[src/rtl/dtzs_pkg.sv]
// Shared types, constants and state encoding for the decimal trailing-zero strip block.
package dtzs_pkg;

  // Coefficient geometry.
  localparam int unsigned CoefW     = 96;
  localparam int unsigned LowW      = 64;
  localparam int unsigned HighW     = 32;
  localparam int unsigned ScaleW    = 5;

  // The long division by ten walks the coefficient in chunks, most significant first.
  localparam int unsigned ChunkW    = 24;
  localparam int unsigned NumChunks = CoefW / ChunkW;
  localparam int unsigned ChunkIdxW = $clog2(NumChunks);
  localparam int unsigned RemW      = 4;
  localparam int unsigned DivInW    = RemW + ChunkW;
  localparam int unsigned ProdW     = 2 * DivInW;

  // floor(x / 10) = (x * RecipTen) >> RecipShift for every x below 2^30.
  localparam int unsigned RecipShift = 31;
  localparam logic [DivInW-1:0] RecipTen = DivInW'(214748365);

  localparam logic [ChunkIdxW-1:0] LastChunk = ChunkIdxW'(NumChunks - 1);

  typedef struct packed {
    logic [LowW-1:0]   coef_low;
    logic [HighW-1:0]  coef_high;
    logic [ScaleW-1:0] scale_in;
    logic              sign_in;
  } in_item_t;

  typedef struct packed {
    logic [LowW-1:0]   coef_low_out;
    logic [HighW-1:0]  coef_high_out;
    logic [ScaleW-1:0] scale_out;
    logic              sign_out;
  } out_item_t;

  typedef enum logic [2:0] {
    ST_IDLE,
    ST_CHECK,
    ST_DIV,
    ST_EVAL,
    ST_DONE
  } ctrl_state_e;

  // Commands from the controller to the datapath.
  typedef struct packed {
    logic load;       // capture a new input item
    logic start_div;  // clear the remainder and chunk index
    logic step;       // divide one chunk
    logic commit;     // take the quotient, lower the scale
    logic emit;       // move the result into the output register
  } ctrl_cmd_t;

  // Status from the datapath to the controller.
  typedef struct packed {
    logic scale_zero;
    logic last_chunk;
    logic rem_zero;
    logic out_free;
  } dpath_stat_t;

endpackage

[src/rtl/dtzs_ctrl.sv]
// Controller state machine that sequences the divide-by-ten passes.
module dtzs_ctrl import dtzs_pkg::*; (
  input  logic        clk_i,
  input  logic        rst_ni,
  input  logic        in_valid_i,
  output logic        in_ready_o,
  input  dpath_stat_t stat_i,
  output ctrl_cmd_t   cmd_o
);

  ctrl_state_e state_q, state_d;

  // State register.
  always_ff @(posedge clk_i or negedge rst_ni) begin
    if (!rst_ni) begin
      state_q <= ST_IDLE;
    end else begin
      state_q <= state_d;
    end
  end

  // Next state.
  always_comb begin
    state_d = state_q;
    case (state_q)
      ST_IDLE: begin
        if (in_valid_i) begin
          state_d = ST_CHECK;
        end
      end
      ST_CHECK: begin
        state_d = stat_i.scale_zero ? ST_DONE : ST_DIV;
      end
      ST_DIV: begin
        if (stat_i.last_chunk) begin
          state_d = ST_EVAL;
        end
      end
      ST_EVAL: begin
        state_d = stat_i.rem_zero ? ST_CHECK : ST_DONE;
      end
      ST_DONE: begin
        if (stat_i.out_free) begin
          state_d = ST_IDLE;
        end
      end
      default: begin
        state_d = ST_IDLE;
      end
    endcase
  end

  // Outputs.
  always_comb begin
    in_ready_o = 1'b0;
    cmd_o      = '0;
    case (state_q)
      ST_IDLE: begin
        in_ready_o = 1'b1;
        cmd_o.load = in_valid_i;
      end
      ST_CHECK: begin
        cmd_o.start_div = !stat_i.scale_zero;
      end
      ST_DIV: begin
        cmd_o.step = 1'b1;
      end
      ST_EVAL: begin
        cmd_o.commit = stat_i.rem_zero;
      end
      ST_DONE: begin
        cmd_o.emit = stat_i.out_free;
      end
      default: begin
        in_ready_o = 1'b0;
      end
    endcase
  end

endmodule

[config.mk]
export PLATFORM = sky130hd
export DESIGN_NAME = dtzs_ctrl
export DESIGN_NICKNAME = d
export VERILOG_FILES = /design/src/rtl/dtzs_pkg.sv /design/src/rtl/dtzs_ctrl.sv
export SDC_FILE = /design/constraint.sdc
export NUM_CORES = 1
export LEC_CHECK = 0
export BUFFER_PORTS_ARGS = -buffer_cell sky130_fd_sc_hd__buf_2
export CAP_MARGIN = 40
export CELL_PAD_IN_SITES_DETAIL_PLACEMENT = 0
export CELL_PAD_IN_SITES_GLOBAL_PLACEMENT = 2
export CORE_AREA = 10 10 47 49
export DETAILED_ROUTE_END_ITERATION = 8
export DIE_AREA = 0 0 57 59
export PLACE_DENSITY_LB_ADDON = 0.1
export SLEW_MARGIN = 5
export SYNTH_ARGS = -nofsm -noshare
export SYNTH_HDL_FRONTEND = slang
export SYNTH_SLANG_ARGS = --single-unit
[constraint.sdc]
create_clock -name clk_i -period 2.5 [get_ports clk_i]
set_clock_uncertainty 0.05 [all_clocks]
set_input_delay 0.125 -clock clk_i [delete_from_list [all_inputs] [get_ports clk_i]]
set_output_delay 0.125 -clock clk_i [all_outputs]
set_load 0.03 [all_outputs]
# Word level (Yosys, flattened, before mapping)
# Cells that the tools add are included.
[totals] regBits=3 input_bits=7 out_inout_bits=6 elab_cells=23
[classes] eq_ne=7 muxes=12 n_reduce_logical=3
[ops] cell="$mux W3" count=5
[ops] cell="$pmux W3 S5" count=1
[ops] cell="$eq A3 B2 Y1 const B" count=2
[ops] cell="$mux W1" count=6
[ops] cell="$ne A2 B2 Y1 const B" count=3
[ops] cell="$eq A3 B1 Y1 const B" count=1
[ops] cell="$eq A3 B3 Y1 const B" count=1
[ops] cell="$logic_not A3 Y1" count=1
[ops] cell="$reduce_and A3 Y1" count=1
[ops] cell="$logic_not A1 Y1" count=1

# Logic depth before layout (Yosys ltp)
# Gate-level depths: netlist of the first run.
[depth] ltp_word=3 ltp_mapped=3 mapped_depth_nobuf=2

# Worst setup path after synthesis of the first run
# No wires, ideal clock.
[synth_timing] kind="reg-to-output" start="reg state_q[0]" end="out cmd_o[4] (netlist bit)" arrival_time_ns=1.632 t_required_ns=2.325 slack_ns=0.693 stages_incl_launch_ff=4 path_buffers=1 path_cell_list="dfrtp_1 buf_6 nor3_1 and2_1"
[synth_lines] element="start: declaration" line="dtzs_ctrl.sv:11" text="ctrl_state_e state_q, state_d;"
[synth_lines] element="start signal: assignment" line="dtzs_ctrl.sv:18" text="state_q <= state_d;"
[synth_lines] element="end: declaration" line="dtzs_ctrl.sv:8" text="output ctrl_cmd_t cmd_o"

==> flow_metrics.tcl, run 1 <==
set metrics [dict create \
    hold_start "in_valid_i" \
    max_freq_mhz 662 \
    ctsHtreeMaxLevel 1 \
    syn-num-nets 29 \
    max-vdd-ir-drop_uv 579 \
    antenna_found_initial 0 \
    ys_types 16 \
    final_max_slew_viol_count 0 \
    grt_usage_pct 4.45 \
    end_kind "primary output" \
    holdPathEnd "state_q[0]" \
    clockBufferDepth 2 \
    grt-ovfl-total 0 \
    cts_buffers 3 \
    dpl_worst_slack_ns 1.22 \
    hold_path_depth 2 \
    fill_cells 166 \
    reg2reg_depth 2 \
    finalPower_uw 408 \
    postLayoutCellArea_sq_um 310 \
    area_growth_pct 51.2 \
    die_area_sq_mm 0.00336 \
    start_util_pct 14.6 \
    first_pass_iters 3 \
    core_sq_mm 0.00140 \
    required_ns 2.33 \
    arrival_ns 1.34 \
    die_h_um 59 \
    maxCapViolations 0 \
    finalHoldWorstSlack_ns 0.0648 \
    reg2reg_from "state_q[1]" \
    die_x_um 57 \
    p_per_area_mw_per_mm2 1310 \
    clk-insertion-delay-late_ns 0.23 \
    clk_pin_slew_worst_paths_ns 0.04 \
    rsz0062_at_grt "no" \
    postRouteWirelength_um 634 \
    synth-seq-cells 3 \
    dpl.hpwl_um 537 \
    layout.nets 46 \
    route.detailed.drc 0 \
    grt_pass1_vias 235 \
    hold_viol_final 0 \
    ys_warn_count 0 \
    antenna_cells 0 \
    startpoint_type "register" \
    period_needed_ns 1.51 \
    reg2reg_slack_ns 1.26 \
    cts_root_buf "clkbuf_4" \
    largest_reg_flops 3 \
    fin_tns_setup_ns 0 \
    ys_seq_area_share_pct 36.6 \
    setup_slack_ns 0.989 \
    final_common_cell "buf_2" \
    rows 14 \
    timing.rr.end "state_q[2]" \
    max_slew_margin_pct 81.4 \
    post_drt_wl_per_cell_um 11.7 \
    cts_tree "yes" \
    drtIter0Drc 8 \
    grt_max_degree 10 \
    routed_via_density 4.15 \
    ant_nets 0 \
    status "complete, no violations" \
    final_cell_mix "12 x buf_2, 3 x nor2_1, 3 x clkbuf_4, 3 x dfrtp_1" \
    path_class "register to primary output" \
    cts_sinks 3 \
    hold_path_class "input pin to register" \
    instances_no_fill 54 \
    critPathMaxFanout 9 \
    reg.largest.list "state_q (3)" \
    vias 224 \
    avgSynthCellArea_sq_um 9.33 \
    period_share_pct 60.4 \
    synth_cells 22 \
    cts_setup_buffers 0 \
    final_util_pct 22.1 \
    io_pins 13 \
    gp_congestion 0.602 \
    largest_register "state_q" \
    drive_above_1_share_pct 42.1 \
    p_leak_nw 0.151 \
    syn_area_sq_um 205 \
    placed_cells 49 \
    place_area_sq_um 274 \
    setup_violations 0 \
    tightest_slew_ns 0.276 \
    grt_pass1_wl_um 1030 \
    portBuffers 12 \
    post_cts_resized 0 \
]
where the power goes:
| part | switching [mW] | internal [mW] | leakage (nW) |
|---|---|---|---|
| Combinational | 0.129 | 0.0787 | 0.0972 |
| Clock | 0.0246 | 0.0598 | 0.0150 |
| Sequential | 0.0443 | 0.0713 | 0.0390 |
| Total | 0.198 | 0.210 | 0.151 |
critical path, cell delays in order (launching register included):
cell     delay, ns
dfrtp_1       0.45
nor3_1        0.30
and2_1        0.17
buf_2         0.19
cells by family (layout without fill, tap and decap cells):
| group | Yosys count | after routing | synth area share, % |
|---|---|---|---|
| DFF | 3 | 3 | 36.6 |
| buffers and inverters | 2 | 18 | 7.31 |
| muxes | 1 | 1 | 4.88 |
| and+or+nand+nor | 13 | 13 | 40.2 |
| AOI/OAI and AO/OA | 3 | 3 | 11.0 |
per-layer routing:
metal  up-vias  GRT usage [%]  part of all wire, %
met5         -              0                    0
met4         0           8.05                  4.3
met3         2           3.43                   11
met2        10           5.12                   43
met1        99           3.57                   41
li1        113              -                    -
area by class of cell:
type                            count  area, sq um  area share (%)
Tap cell                           16         20.0            6.45
Inverter                            1         3.75            1.21
Multi-Input combinational cell     17          115            37.1
Sequential cell                     3         75.1            24.2
Timing Repair Buffer               13         70.1            22.6
Clock buffer                        4         26.3            8.47
how the worst max path moves through the flow:
stage	startpoint	to	slack, ns	cells after the start
2_1_floorplan	state_q[0]	cmd_o[4]	0.69	3
3_3_place_gp	state_q[1]	cmd_o[4]	1.21	3
3_5_place_dp	state_q[1]	cmd_o[4]	1.22	3
4_1_cts	state_q[1]	cmd_o[4]	0.96	3
5_1_grt	state_q[1]	cmd_o[4]	0.87	3
6_report	state_q[1]	cmd_o[4]	0.99	3
synth_stat cells:
| cell | number | area (sq um) |
|---|---|---|
| and4bb_2 | 1 | 12.5 |
| mux2i_1 | 1 | 10.0 |
| nand2_1 | 1 | 3.75 |
| or4b_1 | 1 | 10.0 |
| inv_1 | 1 | 3.75 |
| nor2_1 | 3 | 11.3 |
| o2bb2ai_1 | 1 | 8.76 |
| nor4_1 | 1 | 6.26 |
| and2_1 | 2 | 12.5 |
| nor3_1 | 1 | 5.00 |
| a21oi_1 | 1 | 5.00 |
| nand2b_1 | 2 | 12.5 |
| buf_6 | 1 | 11.3 |
| or3b_1 | 1 | 8.76 |
| o41ai_1 | 1 | 8.76 |
| dfrtp_1 | 3 | 75.1 |
what timing repair did:
action,4_1_cts,5_1_grt
setup endpoints to repair,0,0
hold buffers,1,0
endpoints found under the hold margin,3,0
Power figures use the tool's default switching activity.
==> run 2, diff against run 1 <==
- clock period: 2.5 -> 1.57 ns (I/O delays scaled with it)
==> run 2 against run 1 <==
  * Die area unchanged
  * Clock power rose by 63%
  * Critical endpoint is now cmd_o[3]
  * Combinational power rose by 64%
  * Highest routed layer unchanged
  * First-iteration DRC count down 88%
==> flow_metrics.tcl, run 2 (synthesized netlist as in run 1, its figures left out) <==
set metrics [dict create \
    die_area_sq_mm 0.00336 \
    io_pins 13 \
    core_sq_mm 0.00140 \
    vias 221 \
    final_max_slew_viol_count 0 \
    reg2reg_depth 2 \
    post_drt_wl_per_cell_um 12.8 \
    hold_path_class "input pin to register" \
    rsz0062_at_grt "no" \
    ant_nets 0 \
    instances_no_fill 54 \
    die_x_um 57 \
    max_slew_margin_pct 80.9 \
    clockBufferDepth 2 \
    largest_reg_flops 3 \
    portBuffers 12 \
    placed_cells 49 \
    final_common_cell "buf_2" \
    period_needed_ns 1.42 \
    antenna_cells 0 \
    critPathMaxFanout 9 \
    drtIter0Drc 1 \
    routed_via_density 4.09 \
    path_class "register to primary output" \
    area_growth_pct 53.7 \
    fin_tns_setup_ns 0 \
    arrival_ns 1.29 \
    p_leak_nw 0.153 \
    antenna_found_initial 0 \
    cts_sinks 3 \
    clk-insertion-delay-late_ns 0.23 \
    cts_buffers 3 \
    cts_tree "yes" \
    largest_register "state_q" \
    cp-startpoint "state_q[0]" \
    holdPathEnd "state_q[0]" \
    hold_viol_final 0 \
    drive_above_1_share_pct 44.7 \
    start_util_pct 14.6 \
    dpl.hpwl_um 525 \
    grt_pass1_vias 279 \
    timing.rr.end "state_q[2]" \
    maxCapViolations 0 \
    layout.nets 46 \
    clk_pin_slew_worst_paths_ns 0.04 \
    grt_pass1_wl_um 1190 \
    period_share_pct 90.3 \
    startpoint_type "register" \
    reg2reg_slack_ns 0.32 \
    hold_path_depth 2 \
    route.detailed.drc 0 \
    status "complete, no violations" \
    required_ns 1.44 \
    ctsHtreeMaxLevel 1 \
    end_kind "primary output" \
    post_cts_resized 0 \
    grt_usage_pct 4.97 \
    tightest_slew_ns 0.286 \
    postRouteWirelength_um 692 \
    p_per_area_mw_per_mm2 2130 \
    finalPower_uw 672 \
    grt_max_degree 10 \
    max-vdd-ir-drop_uv 797 \
    grt-ovfl-total 0 \
    max_freq_mhz 705 \
    final_cell_mix "12 x buf_2, 3 x nor2_1, 3 x clkbuf_4, 3 x dfrtp_1" \
    cts_root_buf "clkbuf_4" \
    die_h_um 59 \
    final_util_pct 22.5 \
    reg2reg_from "state_q[0]" \
    setup_violations 0 \
    first_pass_iters 2 \
    hold_start "in_valid_i" \
    rows 14 \
    reg.largest.list "state_q (3)" \
    gp_congestion 0.644 \
]
==> run 2: routing by layer <==
| metal | part of all wire, % | track usage, % | vias to the layer above |
|---|---|---|---|
| met5 | 0 | 0 | - |
| met4 | 2.0 | 7.05 | 0 |
| met3 | 9.0 | 3.22 | 2 |
| met2 | 46 | 6.36 | 11 |
| met1 | 43 | 4.52 | 97 |
| li1 | - | - | 111 |
==> run 2: stage by stage <==
stage	hold slack [ns]	worst slack, ns	cell area, sq um
2_1_floorplan	-0.267	0.00456	210
5_1_grt	0.0224	0.0400	315
3_5_place_dp	-0.173	0.332	279
4_1_cts	0.0228	0.103	315
3_3_place_gp	-0.172	0.339	279
6_report	0.0323	0.152	315
==> run 2: final cells by class <==
| class | count | area (sq um) |
|---|---|---|
| fill | 164 | 1090 |
| multi-input combinational | 17 | 120 |
| sequential | 3 | 75.1 |
| timing repair buffer | 13 | 70.1 |
| clock buffer | 4 | 26.3 |
| tap | 16 | 20.0 |
| inverter | 1 | 3.75 |
==> run 2: timing repair <==
item / in CTS / in global routing
hold buffers: 1 / 0
hold endpoints to repair: 3 / 0
setup buffers: 0 / 0
==> run 2: how the worst max path moves through the flow <==
stage,to
after floorplan,cmd_o[3]
after global placement,state_q[2]
after detailed placement,state_q[2]
after CTS,cmd_o[3]
after global routing,cmd_o[3]
final,cmd_o[3]
==> run 2: power by group <==
group	total [mW]	internal, mW	leakage (nW)	switching (mW)
clock	0.137	0.0954	0.0150	0.0418
combinational	0.342	0.131	0.0989	0.212
sequential	0.192	0.113	0.0390	0.0787
==> run 2: worst max-delay path, stage by stage, from the launching register on <==
cell and delay (ns):
dfrtp_1 0.50, inv_1 0.09, nor4_1 0.22, buf_2 0.24
